===== src/sv/lbs_pkg.sv =====
`default_nettype none

package lbs_pkg;

	localparam int ELEMS  = 12;
	localparam int STEP_W = 5;
	localparam logic [STEP_W-1:0] DONE_STEP = 5'd21;

	typedef enum logic {
		FUNC_LOAD = 1'b0,
		FUNC_ADD  = 1'b1
	} lbs_func_t;

	typedef enum logic [2:0] {
		MUL_NONE,
		MUL_X,
		MUL_Y,
		MUL_Z,
		MUL_W
	} lbs_mul_t;

	typedef enum logic [1:0] {
		SUM_HOLD,
		SUM_BIAS,
		SUM_ADD
	} lbs_sum_t;

	typedef enum logic [1:0] {
		BR_NEXT,
		BR_SKIP,
		BR_DONE
	} lbs_br_t;

	typedef enum logic {
		SEQ_IDLE,
		SEQ_RUN
	} lbs_seq_state_t;

	typedef struct packed {
		logic              rd_en;
		logic [3:0]        rd_elem;
		lbs_mul_t          mul_sel;
		lbs_sum_t          sum_op;
		logic              world_en;
		logic              acc_en;
		logic [1:0]        acc_row;
		lbs_br_t           br;
		logic [STEP_W-1:0] target;
	} lbs_uop_t;

	typedef struct packed {
		logic start;
		logic skip;
		logic hold;
	} lbs_seq_in_t;

	typedef struct packed {
		logic     busy;
		logic     done;
		lbs_uop_t uop;
	} lbs_seq_out_t;

	function automatic logic signed [31:0] lbs_sat32(input logic signed [63:0] v);
		logic signed [31:0] r;
		if (v > 64'sd2147483647) begin
			r = 32'sh7fffffff;
		end else if (v < -64'sd2147483648) begin
			r = 32'sh80000000;
		end else begin
			r = v[31:0];
		end
		return r;
	endfunction

	// Microprogram. Each row uses nine steps; rows start six steps apart so the
	// next row's reads and offset products run beside the current row's
	// weight product and accumulate.
	function automatic lbs_uop_t lbs_ucode(input logic [STEP_W-1:0] step);
		lbs_uop_t u;
		u = '0;
		u.mul_sel = MUL_NONE;
		u.sum_op  = SUM_HOLD;
		u.br      = BR_NEXT;
		case (step)
			5'd0: begin
				u.rd_en = 1'b1; u.rd_elem = 4'd3;
				u.br = BR_SKIP; u.target = DONE_STEP;
			end
			5'd1: begin
				u.rd_en = 1'b1; u.rd_elem = 4'd0; u.sum_op = SUM_BIAS;
			end
			5'd2: begin
				u.rd_en = 1'b1; u.rd_elem = 4'd1; u.mul_sel = MUL_X;
			end
			5'd3: begin
				u.rd_en = 1'b1; u.rd_elem = 4'd2; u.mul_sel = MUL_Y; u.sum_op = SUM_ADD;
			end
			5'd4: begin
				u.mul_sel = MUL_Z; u.sum_op = SUM_ADD;
			end
			5'd5: begin
				u.sum_op = SUM_ADD;
			end
			5'd6: begin
				u.world_en = 1'b1; u.rd_en = 1'b1; u.rd_elem = 4'd7;
			end
			5'd7: begin
				u.mul_sel = MUL_W; u.rd_en = 1'b1; u.rd_elem = 4'd4; u.sum_op = SUM_BIAS;
			end
			5'd8: begin
				u.acc_en = 1'b1; u.acc_row = 2'd0;
				u.rd_en = 1'b1; u.rd_elem = 4'd5; u.mul_sel = MUL_X;
			end
			5'd9: begin
				u.rd_en = 1'b1; u.rd_elem = 4'd6; u.mul_sel = MUL_Y; u.sum_op = SUM_ADD;
			end
			5'd10: begin
				u.mul_sel = MUL_Z; u.sum_op = SUM_ADD;
			end
			5'd11: begin
				u.sum_op = SUM_ADD;
			end
			5'd12: begin
				u.world_en = 1'b1; u.rd_en = 1'b1; u.rd_elem = 4'd11;
			end
			5'd13: begin
				u.mul_sel = MUL_W; u.rd_en = 1'b1; u.rd_elem = 4'd8; u.sum_op = SUM_BIAS;
			end
			5'd14: begin
				u.acc_en = 1'b1; u.acc_row = 2'd1;
				u.rd_en = 1'b1; u.rd_elem = 4'd9; u.mul_sel = MUL_X;
			end
			5'd15: begin
				u.rd_en = 1'b1; u.rd_elem = 4'd10; u.mul_sel = MUL_Y; u.sum_op = SUM_ADD;
			end
			5'd16: begin
				u.mul_sel = MUL_Z; u.sum_op = SUM_ADD;
			end
			5'd17: begin
				u.sum_op = SUM_ADD;
			end
			5'd18: begin
				u.world_en = 1'b1;
			end
			5'd19: begin
				u.mul_sel = MUL_W;
			end
			5'd20: begin
				u.acc_en = 1'b1; u.acc_row = 2'd2;
			end
			default: begin
				u.br = BR_DONE;
			end
		endcase
		return u;
	endfunction

endpackage

`default_nettype wire


===== src/sv/lbs_datapath.sv =====
`default_nettype none

module lbs_datapath (
	input  wire logic                clk,
	input  wire logic                arst_n,
	input  wire lbs_pkg::lbs_uop_t   uop,
	input  wire logic                clr,
	input  wire logic signed [31:0]  rdata,
	input  wire logic signed [31:0]  off_x,
	input  wire logic signed [31:0]  off_y,
	input  wire logic signed [31:0]  off_z,
	input  wire logic [15:0]         weight,
	output logic signed [31:0]       acc_x,
	output logic signed [31:0]       acc_y,
	output logic signed [31:0]       acc_z
);

	logic signed [63:0] prod_q;
	logic signed [49:0] sum_q;
	logic signed [31:0] world_q;
	logic signed [31:0] acc_q [3];

	logic signed [31:0] mul_a;
	logic signed [31:0] mul_b;
	logic signed [63:0] mul_p;
	logic signed [31:0] part;
	logic signed [31:0] acc_new;

	always_comb begin
		mul_a = rdata;
		mul_b = off_x;
		case (uop.mul_sel)
			lbs_pkg::MUL_Y: mul_b = off_y;
			lbs_pkg::MUL_Z: mul_b = off_z;
			lbs_pkg::MUL_W: begin
				mul_a = world_q;
				mul_b = {16'd0, weight};
			end
			default: mul_b = off_x;
		endcase
	end

	assign mul_p   = mul_a * mul_b;
	// Weighted row value: floor(world * weight / 2^15), saturated.
	assign part    = lbs_pkg::lbs_sat32({{15{prod_q[63]}}, prod_q[63:15]});
	assign acc_new = lbs_pkg::lbs_sat32(64'(acc_q[uop.acc_row]) + 64'(part));

	always_ff @(posedge clk) begin
		if (uop.mul_sel != lbs_pkg::MUL_NONE) begin
			prod_q <= mul_p;
		end
		case (uop.sum_op)
			lbs_pkg::SUM_BIAS: sum_q <= {{18{rdata[31]}}, rdata};
			lbs_pkg::SUM_ADD:  sum_q <= sum_q + {{2{prod_q[63]}}, prod_q[63:16]};
			default:           sum_q <= sum_q;
		endcase
		if (uop.world_en) begin
			world_q <= lbs_pkg::lbs_sat32(64'(sum_q));
		end
	end

	always_ff @(posedge clk or negedge arst_n) begin
		if (!arst_n) begin
			acc_q[0] <= '0;
			acc_q[1] <= '0;
			acc_q[2] <= '0;
		end else if (clr) begin
			acc_q[0] <= '0;
			acc_q[1] <= '0;
			acc_q[2] <= '0;
		end else if (uop.acc_en) begin
			acc_q[uop.acc_row] <= acc_new;
		end
	end

	assign acc_x = acc_q[0];
	assign acc_y = acc_q[1];
	assign acc_z = acc_q[2];

endmodule

`default_nettype wire


===== config.mk =====
export PLATFORM = sky130hd
export DESIGN_NAME = lbs_datapath
export DESIGN_NICKNAME = d
export VERILOG_FILES = /design/src/sv/lbs_pkg.sv /design/src/sv/lbs_datapath.sv
export SDC_FILE = /design/constraint.sdc
export NUM_CORES = 2
export LEC_CHECK = 0
export BUFFER_PORTS_ARGS = -buffer_cell sky130_fd_sc_hd__clkbuf_2
export CORE_MARGIN = 1.5
export CORE_UTILIZATION = 55
export CTS_BUF_LIST = sky130_fd_sc_hd__clkbuf_4
export DETAILED_ROUTE_END_ITERATION = 8
export PLACE_DENSITY = 0.73
export REMOVE_ABC_BUFFERS = 1
export SLEW_MARGIN = 5
export SYNTH_ARGS = -nofsm -noshare
export SYNTH_HDL_FRONTEND = slang
export SYNTH_SLANG_ARGS = --single-unit

===== constraint.sdc =====
create_clock -name clk -period 23.1 [get_ports clk]
set_input_delay 2.31 -clock clk [delete_from_list [all_inputs] [get_ports clk]]
set_output_delay 2.31 -clock clk [all_outputs]
set_load 0.005 [all_outputs]

==> impl_metrics.tcl <==
set metrics [dict create \
    drtAntennaViolNets 0 \
    start_kind "input port" \
    rsz0062_at_grt "no" \
    synth_adder_area_share_pct 49.7 \
    hp-class "reg -> reg" \
    hold_viol_final 0 \
    finalCriticalPeriod_ns 12.55 \
    synthDistinctLibCells 80 \
    synth_edf_count 131 \
    synth_ff_type "edfxtp_1" \
    timing.fmax_ghz 0.0797 \
    worstPathRequired_ns 23.66 \
    grt_max_degree 70 \
    rows 110 \
    num_vias 40400 \
    status "finished, final reports clean" \
    cts_resized 0 \
    ctsLongestPathBuffers 3 \
    critPathBufInv 7 \
    drt_first_iter_violations 3584 \
    hold_buffers 0 \
    post-cts-setup-buffer-count 0 \
    synth_mux_area_share_pct 2.42 \
    hold_end "acc_z[6]$_DFFE_PN0P_" \
    rrSetupSlack_ns 13.51 \
    cp-startpoint "uop[13]" \
    io_buffer_count 251 \
    dieArea_mm2 0.0931 \
    final_area_mm2 0.0539 \
    grtUsageTotal_pct 34.7 \
    cts_tree "yes" \
    core_mm2 0.0901 \
    clk_pin_slew_worst_paths_ns 0.07 \
    wl_mm 156 \
    finalSetupTns_ns 0 \
    antenna_found_initial 10 \
    grt_pass1_vias 42900 \
    synth_xor_area_share_pct 2.22 \
    cts.sinks 227 \
    dpl_cell_area_mm2 0.0532 \
    grt_pass1_wl_mm 246 \
    gr-total-overflow 0 \
    nFillCells 7728 \
    synth-simple-area-share_pct 14.0 \
    cp-end-kind "register" \
    multi_input_area_mm2 0.0394 \
    io_pins 264 \
    fp.dieH_um 305 \
    cap_violations 0 \
    numCtsBuffers 56 \
    critical_path_arrival_ns 13.11 \
    wl_per_cell_um 22.7 \
    routed_via_density 5.87 \
    synth-compound-area-share_pct 9.05 \
    drive_gt1_share_pct 9.90 \
    skew_ns 0.0447 \
    ys_ff_latch 227 \
    crit_family "adder cells" \
    crit_path_top_delay_cell "mux2i_2" \
    hold_path_startpoint "acc_z[6]$_DFFE_PN0P_" \
    synth_top_family_by_area "adder cells" \
    tightest_slew_ns 1.26 \
    finalSetupViolCount 0 \
    syn2layout_area_growth_pct 7.45 \
    yosysSeqAreaShare_pct 12.6 \
    hpwlAfterDp_mm 121 \
    route.detailed.drc 0 \
    insertion_delay_ns 0.78 \
    slew_headroom_pct 15.8 \
    hold_depth 2 \
    drv_slew 0 \
    syn_inst 5512 \
    ys_async_sr_fraction_pct 42.3 \
    crit_top_cell "fa_1" \
    cp_max_fo 49 \
    root_buffer "clkbuf_4" \
    die_x_um 305 \
    worst_path_largest_cell_delay_ns 0.83 \
    yosys_warnings 0 \
    finalWeightedCongestion 1.00 \
    start_util_pct 55.7 \
    firstDrtPassIters 6 \
    layout.nets 7171 \
    seq_area_mm2 0.00634 \
    synthesis.area_mm2 0.0502 \
    reg2regPathDepth 24 \
    reg2reg_to "prod_q[62]$_DFFE_PP_" \
    fin_crit_sh_pct 54.3 \
    htreeDepth 2 \
    r2r_start "world_q[14]$_SDFFCE_PN1P_" \
    criticalPathCategory "in -> reg" \
    avgSynthCellArea_um2 9.10 \
]
## layout make-up
cell class / count / share of cell area (%)
multi-input combinational: 3965 / 73.1
clock inverter: 17 / 0.144
antenna: 2 / 0.00928
timing repair buffer: 362 / 3.88
sequential: 227 / 11.8
clock buffer: 80 / 1.11
tap: 1176 / 2.73
inverter: 1046 / 7.28
## cell families after synthesis
| group | after synthesis |
|---|---|
| AO/OA/AOI/OAI | 664 |
| XOR/XNOR | 127 |
| adder cells (fa/ha/maj) | 1345 |
| buffers and inverters | 1320 |
| flip-flops | 227 |
| multiplexers | 118 |
| AND/OR/NAND/NOR | 1711 |
## cell usage after synthesis, types with 11 or more instances
cell	instances	area [µm²]
fa_1	1083	21700
inv_1	1045	3920
nand4_1	35	219
nand2b_1	41	257
mux2i_1	94	941
dfrtp_1	96	2400
o21ai_0	110	551
a21o_1	135	1010
a21oi_1	141	706
and3_1	20	125
and4_1	11	96.3
buf_1	13	48.8
or2_2	15	93.8
nand2_1	682	2560
xnor2_1	81	709
a221o_1	30	300
mux2_2	23	259
a211oi_1	24	180
nor2b_1	19	119
nand3_1	32	160
nor2_1	781	2930
and2_1	19	119
a31oi_1	18	113
o211ai_1	79	593
ha_1	262	3280
edfxtp_1	131	3930
o21bai_1	22	165
clkbuf_1	250	938
nor3_1	18	90.1
or3_1	11	68.8
o21a_1	22	165
xor2_1	46	403
a221oi_1	17	149
## cells in the final DEF (no fill, tap or decap), types with 18 or more instances in the layout
cell / synthesis / layout
fa_1: 1083 / 1083
inv_1: 1045 / 1044
nor2_1: 781 / 775
nand2_1: 682 / 682
ha_1: 262 / 261
clkbuf_2: 1 / 250
a21o_1: 135 / 135
edfxtp_1: 131 / 131
a21oi_1: 141 / 128
buf_4: 2 / 112
o21ai_0: 110 / 110
dfrtp_1: 96 / 96
xnor2_1: 81 / 81
clkbuf_4: 0 / 80
o211ai_1: 79 / 79
mux2i_1: 94 / 68
xor2_1: 46 / 46
nand2b_1: 41 / 41
nand4_1: 35 / 35
nand3_1: 32 / 32
a221o_1: 30 / 30
a211oi_1: 24 / 24
mux2_2: 23 / 23
o21bai_1: 22 / 22
o21a_1: 22 / 22
and3_1: 20 / 20
mux2i_4: 0 / 19
and2_1: 19 / 19
a31oi_1: 18 / 18
## flip-flops by register name, indices dropped and copies added (netlist names)
name / count
acc_y: 32
acc_z: 32
prod_q: 49
world_q: 32
acc_x: 32
sum_q: 50
## tightest hold or removal path: stages (launching register included)
cell	delay (ns)
dfrtp_1	0.36
nand2_1	0.05
o211ai_1	0.08
## how the worst max path moves through the flow
| stage | to | depth (start not counted) |
|---|---|---|
| floorplan | prod_q[62]$_DFFE_PP_ | 26 |
| finish | prod_q[62]$_DFFE_PP_ | 29 |
| global route | prod_q[62]$_DFFE_PP_ | 29 |
| global placement | prod_q[62]$_DFFE_PP_ | 29 |
| CTS | prod_q[62]$_DFFE_PP_ | 27 |
| detailed placement | prod_q[62]$_DFFE_PP_ | 27 |
## layer usage
| layer | up-vias | share of wire (%) | track usage (%) |
|---|---|---|---|
| met1 | 20300 | 37 | 43.9 |
| li1 | 17400 | - | - |
| met4 | 14 | 6.3 | 17.7 |
| met3 | 544 | 11 | 8.89 |
| met5 | - | 0.057 | 0 |
| met2 | 2151 | 46 | 55.3 |
## per-stage QoR
stage	worst slack (ns)	hold WS, ns	std cells	util, %
floorplan	5.10	0.495	5238	-
CTS	10.88	0.538	6873	59.8
global placement	10.17	0.516	6776	59.0
finish	10.55	0.532	6875	59.8
global route	10.33	0.567	6874	59.8
detailed placement	10.09	0.523	6776	59.0
Power is left out: the tool's default activity adds up to more than one toggle a clock period on the data nets, which glitch-free logic cannot reach.
