`config.mk`:
```
export PLATFORM = sky130hd
export DESIGN_NAME = lbs_sequencer
export DESIGN_NICKNAME = d
export VERILOG_FILES = /design/src/sv/lbs_pkg.sv /design/src/sv/lbs_sequencer.sv
export SDC_FILE = /design/constraint.sdc
export NUM_CORES = 1
export LEC_CHECK = 0
export BUFFER_PORTS_ARGS = -buffer_cell sky130_fd_sc_hd__buf_2
export CORE_MARGIN = 2
export CORE_UTILIZATION = 50
export CTS_CLUSTER_SIZE = 30
export DETAILED_ROUTE_END_ITERATION = 12
export HOLD_SLACK_MARGIN = 0.02
export PLACE_DENSITY = 0.78
export SYNTH_ARGS = -nofsm -noshare
export SYNTH_HDL_FRONTEND = slang
export SYNTH_SLANG_ARGS = --single-unit
```
`constraint.sdc`:
```
create_clock -name clk -period 2.1 [get_ports clk]
set_input_delay 0.105 -clock clk [delete_from_list [all_inputs] [get_ports clk]]
set_output_delay 0.105 -clock clk [all_outputs]
set_load 0.03 [all_outputs]
```
`src/sv/lbs_pkg.sv`:
```
`default_nettype none

package lbs_pkg;

	localparam int ELEMS  = 12;
	localparam int STEP_W = 5;
	localparam logic [STEP_W-1:0] DONE_STEP = 5'd21;

	typedef enum logic {
		FUNC_LOAD = 1'b0,
		FUNC_ADD  = 1'b1
	} lbs_func_t;

	typedef enum logic [2:0] {
		MUL_NONE,
		MUL_X,
		MUL_Y,
		MUL_Z,
		MUL_W
	} lbs_mul_t;

	typedef enum logic [1:0] {
		SUM_HOLD,
		SUM_BIAS,
		SUM_ADD
	} lbs_sum_t;

	typedef enum logic [1:0] {
		BR_NEXT,
		BR_SKIP,
		BR_DONE
	} lbs_br_t;

	typedef enum logic {
		SEQ_IDLE,
		SEQ_RUN
	} lbs_seq_state_t;

	typedef struct packed {
		logic              rd_en;
		logic [3:0]        rd_elem;
		lbs_mul_t          mul_sel;
		lbs_sum_t          sum_op;
		logic              world_en;
		logic              acc_en;
		logic [1:0]        acc_row;
		lbs_br_t           br;
		logic [STEP_W-1:0] target;
	} lbs_uop_t;

	typedef struct packed {
		logic start;
		logic skip;
		logic hold;
	} lbs_seq_in_t;

	typedef struct packed {
		logic     busy;
		logic     done;
		lbs_uop_t uop;
	} lbs_seq_out_t;

	function automatic logic signed [31:0] lbs_sat32(input logic signed [63:0] v);
		logic signed [31:0] r;
		if (v > 64'sd2147483647) begin
			r = 32'sh7fffffff;
		end else if (v < -64'sd2147483648) begin
			r = 32'sh80000000;
		end else begin
			r = v[31:0];
		end
		return r;
	endfunction

	// Microprogram. Each row uses nine steps; rows start six steps apart so the
	// next row's reads and offset products run beside the current row's
	// weight product and accumulate.
	function automatic lbs_uop_t lbs_ucode(input logic [STEP_W-1:0] step);
		lbs_uop_t u;
		u = '0;
		u.mul_sel = MUL_NONE;
		u.sum_op  = SUM_HOLD;
		u.br      = BR_NEXT;
		case (step)
			5'd0: begin
				u.rd_en = 1'b1; u.rd_elem = 4'd3;
				u.br = BR_SKIP; u.target = DONE_STEP;
			end
			5'd1: begin
				u.rd_en = 1'b1; u.rd_elem = 4'd0; u.sum_op = SUM_BIAS;
			end
			5'd2: begin
				u.rd_en = 1'b1; u.rd_elem = 4'd1; u.mul_sel = MUL_X;
			end
			5'd3: begin
				u.rd_en = 1'b1; u.rd_elem = 4'd2; u.mul_sel = MUL_Y; u.sum_op = SUM_ADD;
			end
			5'd4: begin
				u.mul_sel = MUL_Z; u.sum_op = SUM_ADD;
			end
			5'd5: begin
				u.sum_op = SUM_ADD;
			end
			5'd6: begin
				u.world_en = 1'b1; u.rd_en = 1'b1; u.rd_elem = 4'd7;
			end
			5'd7: begin
				u.mul_sel = MUL_W; u.rd_en = 1'b1; u.rd_elem = 4'd4; u.sum_op = SUM_BIAS;
			end
			5'd8: begin
				u.acc_en = 1'b1; u.acc_row = 2'd0;
				u.rd_en = 1'b1; u.rd_elem = 4'd5; u.mul_sel = MUL_X;
			end
			5'd9: begin
				u.rd_en = 1'b1; u.rd_elem = 4'd6; u.mul_sel = MUL_Y; u.sum_op = SUM_ADD;
			end
			5'd10: begin
				u.mul_sel = MUL_Z; u.sum_op = SUM_ADD;
			end
			5'd11: begin
				u.sum_op = SUM_ADD;
			end
			5'd12: begin
				u.world_en = 1'b1; u.rd_en = 1'b1; u.rd_elem = 4'd11;
			end
			5'd13: begin
				u.mul_sel = MUL_W; u.rd_en = 1'b1; u.rd_elem = 4'd8; u.sum_op = SUM_BIAS;
			end
			5'd14: begin
				u.acc_en = 1'b1; u.acc_row = 2'd1;
				u.rd_en = 1'b1; u.rd_elem = 4'd9; u.mul_sel = MUL_X;
			end
			5'd15: begin
				u.rd_en = 1'b1; u.rd_elem = 4'd10; u.mul_sel = MUL_Y; u.sum_op = SUM_ADD;
			end
			5'd16: begin
				u.mul_sel = MUL_Z; u.sum_op = SUM_ADD;
			end
			5'd17: begin
				u.sum_op = SUM_ADD;
			end
			5'd18: begin
				u.world_en = 1'b1;
			end
			5'd19: begin
				u.mul_sel = MUL_W;
			end
			5'd20: begin
				u.acc_en = 1'b1; u.acc_row = 2'd2;
			end
			default: begin
				u.br = BR_DONE;
			end
		endcase
		return u;
	endfunction

endpackage

`default_nettype wire

```
`src/sv/lbs_sequencer.sv`:
```
`default_nettype none

module lbs_sequencer (
	input  wire logic          clk,
	input  wire logic          arst_n,
	input  wire lbs_pkg::lbs_seq_in_t  ctl,
	output lbs_pkg::lbs_seq_out_t      stat
);

	lbs_pkg::lbs_seq_state_t          state_q, state_d;
	logic [lbs_pkg::STEP_W-1:0]       step_q, step_d;
	lbs_pkg::lbs_uop_t                word;

	assign word = lbs_pkg::lbs_ucode(step_q);

	always_ff @(posedge clk or negedge arst_n) begin
		if (!arst_n) begin
			state_q <= lbs_pkg::SEQ_IDLE;
			step_q  <= '0;
		end else begin
			state_q <= state_d;
			step_q  <= step_d;
		end
	end

	always_comb begin
		state_d   = state_q;
		step_d    = step_q;
		stat.busy = 1'b0;
		stat.done = 1'b0;
		stat.uop  = '0;
		case (state_q)
			lbs_pkg::SEQ_IDLE: begin
				if (ctl.start) begin
					state_d = lbs_pkg::SEQ_RUN;
					step_d  = '0;
				end
			end
			lbs_pkg::SEQ_RUN: begin
				stat.busy = 1'b1;
				stat.uop  = word;
				case (word.br)
					lbs_pkg::BR_NEXT: begin
						step_d = step_q + 1'b1;
					end
					lbs_pkg::BR_SKIP: begin
						step_d = ctl.skip ? word.target : step_q + 1'b1;
					end
					lbs_pkg::BR_DONE: begin
						if (!ctl.hold) begin
							stat.done = 1'b1;
							state_d   = lbs_pkg::SEQ_IDLE;
						end
					end
					default: begin
						state_d = lbs_pkg::SEQ_IDLE;
					end
				endcase
			end
			default: begin
				state_d = lbs_pkg::SEQ_IDLE;
			end
		endcase
	end

endmodule

`default_nettype wire

```
==> results of run 1 <==
[worst max-delay path by stage]
stage,start,end,slack [ns]
final,step_q[0]$_DFFE_PN0P_,stat[21],-0.12
after global routing,step_q[0]$_DFFE_PN0P_,stat[21],-0.17
after CTS,step_q[0]$_DFFE_PN0P_,stat[21],-0.1
after detailed placement,step_q[0]$_DFFE_PN0P_,stat[21],0.06
after global placement,step_q[0]$_DFFE_PN0P_,stat[21],0.09
after floorplan,step_q[0]$_DFFE_PN0P_,stat[17],0.01
[per-stage QoR]
stage | utilization (%) | hold WS [ns]
5_1_grt | 70.62 | 0.1466
6_report | 70.62 | 0.1564
2_1_floorplan | - | -0.1906
3_5_place_dp | 62.34 | -0.06748
3_3_place_gp | 62.34 | -0.06979
4_1_cts | 69.16 | 0.1457
[final cells by class]
class	instances	area share [%]
multi-input combinational	106	58.61
timing repair buffer	40	22.30
sequential	6	12.86
tap	25	2.593
clock buffer	3	1.867
inverter	5	1.763
[cell families after synthesis]
group | Yosys count | share of synthesized area, %
xor gates and xnor gates | 2 | 1.942
adders and majority gates | 5 | 6.935
buffers and inverters | 21 | 12.06
and+or+nand+nor | 62 | 32.73
other | 1 | 0.4157
DFF | 6 | 16.64
AOI/OAI and AO/OA | 31 | 24.69
muxes | 4 | 4.577
[worst register-to-register path, delay by kind of cell, from the launching register on]
kind	cells	cell delay, ns
and+or+nand+nor	2	0.56
AOI/OAI and AO/OA	2	0.56
DFF	1	0.45
adders and majority gates	1	0.20
buffers and inverters	1	0.14
[metal layers]
layer  vias up  routed length, um  part of all wire [%]
met4         0                 43                   1.8
met1       475               1019                    42
met2        37               1258                    52
li1        513                  -                     -
met3         4                 88                   3.7
met5         -                  0                     0
[flip-flops by register name, summed over array words and instances (netlist names)]
register  flops
state_q       1
step_q        5
[Yosys cell counts, types with 2 or more instances]
cell type,n,area share [%]
nand4_1,2,1.4
a21oi_1,6,3.3
a31oi_1,4,2.8
mux2i_1,3,3.3
and2_1,2,1.4
inv_1,4,1.7
a22oi_1,3,2.5
buf_2,3,1.7
nand3_1,4,2.2
xor2_1,2,1.9
ha_1,5,6.9
o22a_1,3,2.9
or3_1,2,1.4
nand2_1,15,6.2
dfrtp_1,6,17
nand2b_1,3,2.1
buf_4,7,5.8
o21ai_0,3,1.7
nor3_1,4,2.2
clkbuf_1,5,2.1
nor2_1,23,9.6
[repair_timing]
item | CTS | global route
gates resized for setup | 20 | 9
hold buffers | 1 | 0
setup endpoints to repair | 6 | 11
setup buffers | 2 | 1
hold endpoints to repair | 6 | 0
pin swaps | 5 | 6
==> qor.yml, run 1 <==
reg2reg_from: "step_q[0]$_DFFE_PN0P_"
period_needed_ns: 2.215
finalHoldViolCount: 0
ys_warn_count: 0
grt_pass1_vias: 899
place_inst: 179
rr_worst_depth: 6
start_util_pct: 52.82
clk_path_buf_depth: 2
row_count: 15
multi_input_area_um2: 706.9
gp_congestion: 0.8720
area_growth_pct: 33.70
num-fill-cells: 155
grt_use_met3_pct: 2.353
via_count: 1029
cts_buffers: 3
mappedNetlistArea_um2: 902.1
r2r_end: "step_q[4]$_DFFE_PN0P_"
hold_depth: 2
die_area_mm2: 0.002160
grt_max_degree: 18
max_cap_violations: 0
syn_avg_cell_area_um2: 6.834
slowest_delay_ns: 0.45
final_common_cell: "nor2_1"
drive_gt1_share_pct: 38.75
placed_area_mm2: 0.001065
yosysSeqAreaShare_pct: 16.64
viasPerCell: 5.562
seq_area_um2: 155.1
synth_top_flop_cell: "dfrtp_1"
busiest_layer: "met2"
rsz0062_at_grt: "true"
die_h_um: 46.48
synth_edf_count: 0
use_met1_pct: 32.46
tightest_slew_ns: 0.5465
tns_ns: -0.2946
clk_pin_slew_worst_paths_ns: 0.05
yosysUniqueCellTypes: 44
n_antenna_cell: 0
cts_tree: "done"
worstHoldStart: "ctl[2]"
dpl_worst_slack_ns: 0.05575
wl_per_cell_um: 13.02
async_flop_share_pct: 100.0
finalNonFillerCells: 185
grt_use_met2_pct: 45.28
clockRootBuffer: "clkbuf_4"
cts_sinks: 6
skew_ns: 0.006254
slowest_stage: "dfrtp_2"
cp-end-kind: "primary output"
fmax_ghz: 0.4514
h-tree-depth: 1
antenna_found_initial: 0
crit_fanout: 6
hold_path.class: "in -> reg"
status: "finished, violations left"
period_share_pct: 105.5
ff2ff_setup_slack_ns: 0.05
insertion_delay_ns: 0.25
hold-path-endpoint: "state_q$_DFF_PN0_"
maxSlewHeadroom_pct: 63.56
initialDrtViolationCount: 25
path_delay_family: "simple AND/OR/NAND/NOR gates"
drc: 0
fp.dieW_um: 46.48
io_buffers: 25
layout_setup_ws_ns: -0.1152
crit_type: "reg -> out"
cp_num_cells: 7
ios: 28
finalSetupViolations: 4
grt_pass1_wl_um: 4015
core_area_mm2: 0.001708
gr-total-overflow: 0
finalNetCount: 172
drt-pass1-iter-count: 4
grt_use_total_pct: 26.05
ys_seq_elements: 6
slew_violations: 0
ant_nets: 0
crit_buf_inv: 1
cp_cell_sequence: "ha_4, or3_1, a31oi_2, and4_4, nand2_4, nor2_4, buf_6"
drt-total-wl_um: 2409
hpwl_um: 1741
synthCells: 132
cp-start-kind: "flop"
final_cell_mix: "nor2_1 (22), buf_2 (21), nand2_1 (14), buf_4 (13)"
worstPathArrival_ns: 2.11
required_ns: 2.00
fin_area_mm2: 0.001206
failed_checks: "setup timing"
Power of run 1 is not shown: default switching activity piles up to over one toggle a cycle in this logic, so the estimate is an artifact.
==> run 2, diff against run 1 <==
==> constraint.sdc (replaced) <==
create_clock -name clk -period 2.4 [get_ports clk]
set_input_delay 0.12 -clock clk [delete_from_list [all_inputs] [get_ports clk]]
set_output_delay 0.12 -clock clk [all_outputs]
set_load 0.03 [all_outputs]
==> qor.yml, run 2 (synthesis results as in run 1) <==
status: "completed"
cts_buffers: 3  # unchanged
cts_tree: "done"
slowest_delay_ns: 0.43  # -0.02 ns
grt_use_total_pct: 23.03  # -3.0 points
reg_top3: "step_q: 5 flops, state_q: 1 flops"
finalSetupViolations: 0  # -4
ant_nets: 0  # unchanged
via_count: 1020  # -0.87%
skew_ns: 0.001913  # -0.004342 ns
drt-pass1-iter-count: 4  # unchanged
crit_type: "reg -> out"
grt_use_met2_pct: 40.83  # -4.4 points
period_needed_ns: 2.303
grt_max_degree: 18  # unchanged
rr_worst_depth: 8  # +2
period_share_pct: 95.96
grt_pass1_wl_um: 3608  # -10%
grt_use_met3_pct: 0  # -2.4 points
num-fill-cells: 166  # +7.1%
gp_congestion: 0.9137  # +4.8%
largest_reg_flops: 5  # unchanged
drt-total-wl_um: 2366  # -1.8%
fin_area_mm2: 0.001127  # -6.5%
placed_area_mm2: 0.001025  # -3.8%
grt_pass1_vias: 864  # -3.9%
cp_cell_sequence: "inv_2, ha_1, or3_4, a31oi_4, and4_4, nand2_2, nor2_1, buf_4"
crit_fanout: 5  # -1
row_count: 15  # unchanged
die_area_mm2: 0.002160  # unchanged
tns_ns: 0  # +0.2946 ns
antenna_found_initial: 0  # unchanged
maxSlewHeadroom_pct: 63.09  # -0.48 points
finalHoldViolCount: 0  # unchanged
crit_path_start: "step_q[0]$_DFFE_PN0P_"
clk_path_buf_depth: 2  # unchanged
fmax_ghz: 0.4342
insertion_delay_ns: 0.24  # about the same
die_h_um: 46.48  # unchanged
ff2ff_setup_slack_ns: 0.25  # +0.20 ns
max_cap_violations: 0  # unchanged
hpwl_um: 1676  # -3.7%
h-tree-depth: 1  # unchanged
clockRootBuffer: "clkbuf_4"
required_ns: 2.28  # +0.28 ns
initialDrtViolationCount: 17  # -32%
gr-total-overflow: 0  # unchanged
worstPathArrival_ns: 2.18  # +0.07 ns
ios: 28  # unchanged
busiest_layer: "met2"
reg2reg_from: "step_q[0]$_DFFE_PN0P_"
tightest_slew_ns: 0.5537  # +0.007151 ns
finalNetCount: 169  # -1.7%
use_met1_pct: 28.74  # -3.7 points
slowest_stage: "dfrtp_1"
fp.dieW_um: 46.48  # unchanged
hold_path.class: "in -> reg"
drc: 0  # unchanged
holdWs_ns: 0.1292  # -0.02717 ns
clk_pin_slew_worst_paths_ns: 0.04  # about the same
cts_sinks: 6  # unchanged
cp-start-kind: "flop"
path_delay_family: "simple AND/OR/NAND/NOR gates"
cp_num_cells: 8  # +1
r2r_end: "step_q[3]$_DFFE_PN0P_"
core_area_mm2: 0.001708  # unchanged
viasPerCell: 5.604  # +0.76%
regMostFlops: "step_q"
io_buffers: 25  # unchanged
drive_gt1_share_pct: 33.12  # -5.6 points
wl_per_cell_um: 13.00  # -0.17%
crit_path_end: "stat[21]"
area_growth_pct: 24.97
n_antenna_cell: 0  # unchanged
slew_violations: 0  # unchanged
crit_buf_inv: 2  # +1
final_cell_mix: "nor2_1 (23), buf_2 (23), nand2_1 (14), buf_4 (12), dfrtp_1 (6)"
cp-end-kind: "primary output"
start_util_pct: 52.82  # unchanged
-- run 2: changes by cell type in the layout (fill, tap and decap cells not counted), moves of 2 or more --
cell and change:
nor2_4 -2, ha_4 -2, dfrtp_1 +4, ha_1 +2, buf_2 +2, buf_6 -4, dfrtp_2 -4
-- run 2: cell type report --
type	instances	area (um2)	share of cell area, %
clock buffer	3	22.52	1.998
inverter	5	18.77	1.665
multi-input combinational	106	678.2	60.16
sequential	6	150.1	13.32
tap	25	31.28	2.775
timing repair buffer	37	226.5	20.09
-- run 2: timing repair --
item,in CTS,in global routing
gates resized for setup,2,10
pin swaps,0,3
hold endpoints to repair,6,0
hold buffers,1,0
endpoints found under the setup margin,2,3
buffers inserted,1,3
cloned,0,0
-- run 2: how the worst min path moves through the flow --
stage | start | to | slack (ns) | depth (start not counted)
after floorplan | arst_n | state_q$_DFF_PN0_ | -0.18 | 0
after global placement | arst_n | state_q$_DFF_PN0_ | -0.05 | 1
after detailed placement | arst_n | step_q[2]$_DFFE_PN0P_ | -0.05 | 1
after CTS | ctl[0] | state_q$_DFF_PN0_ | 0.12 | 2
after global routing | ctl[0] | state_q$_DFF_PN0_ | 0.12 | 2
final | ctl[0] | state_q$_DFF_PN0_ | 0.13 | 2
-- run 2: metrics by stage --
| stage | setup WS [ns] | utilization (%) | cells |
|---|---|---|---|
| 2_1_floorplan | 0.1780 | - | 133 |
| 3_3_place_gp | 0.2804 | 60.00 | 174 |
| 3_5_place_dp | 0.2108 | 60.00 | 174 |
| 4_1_cts | 0.01318 | 62.64 | 179 |
| 5_1_grt | -0.006068 | 66.01 | 182 |
| 6_report | 0.09691 | 66.01 | 182 |
-- run 2: routing by layer --
layer	routed length [um]	up-vias
met4	31	0
met3	150	4
met1	994	461
li1	-	507
met2	1189	48
met5	0	-
Power of run 2 is left out for the same reason.
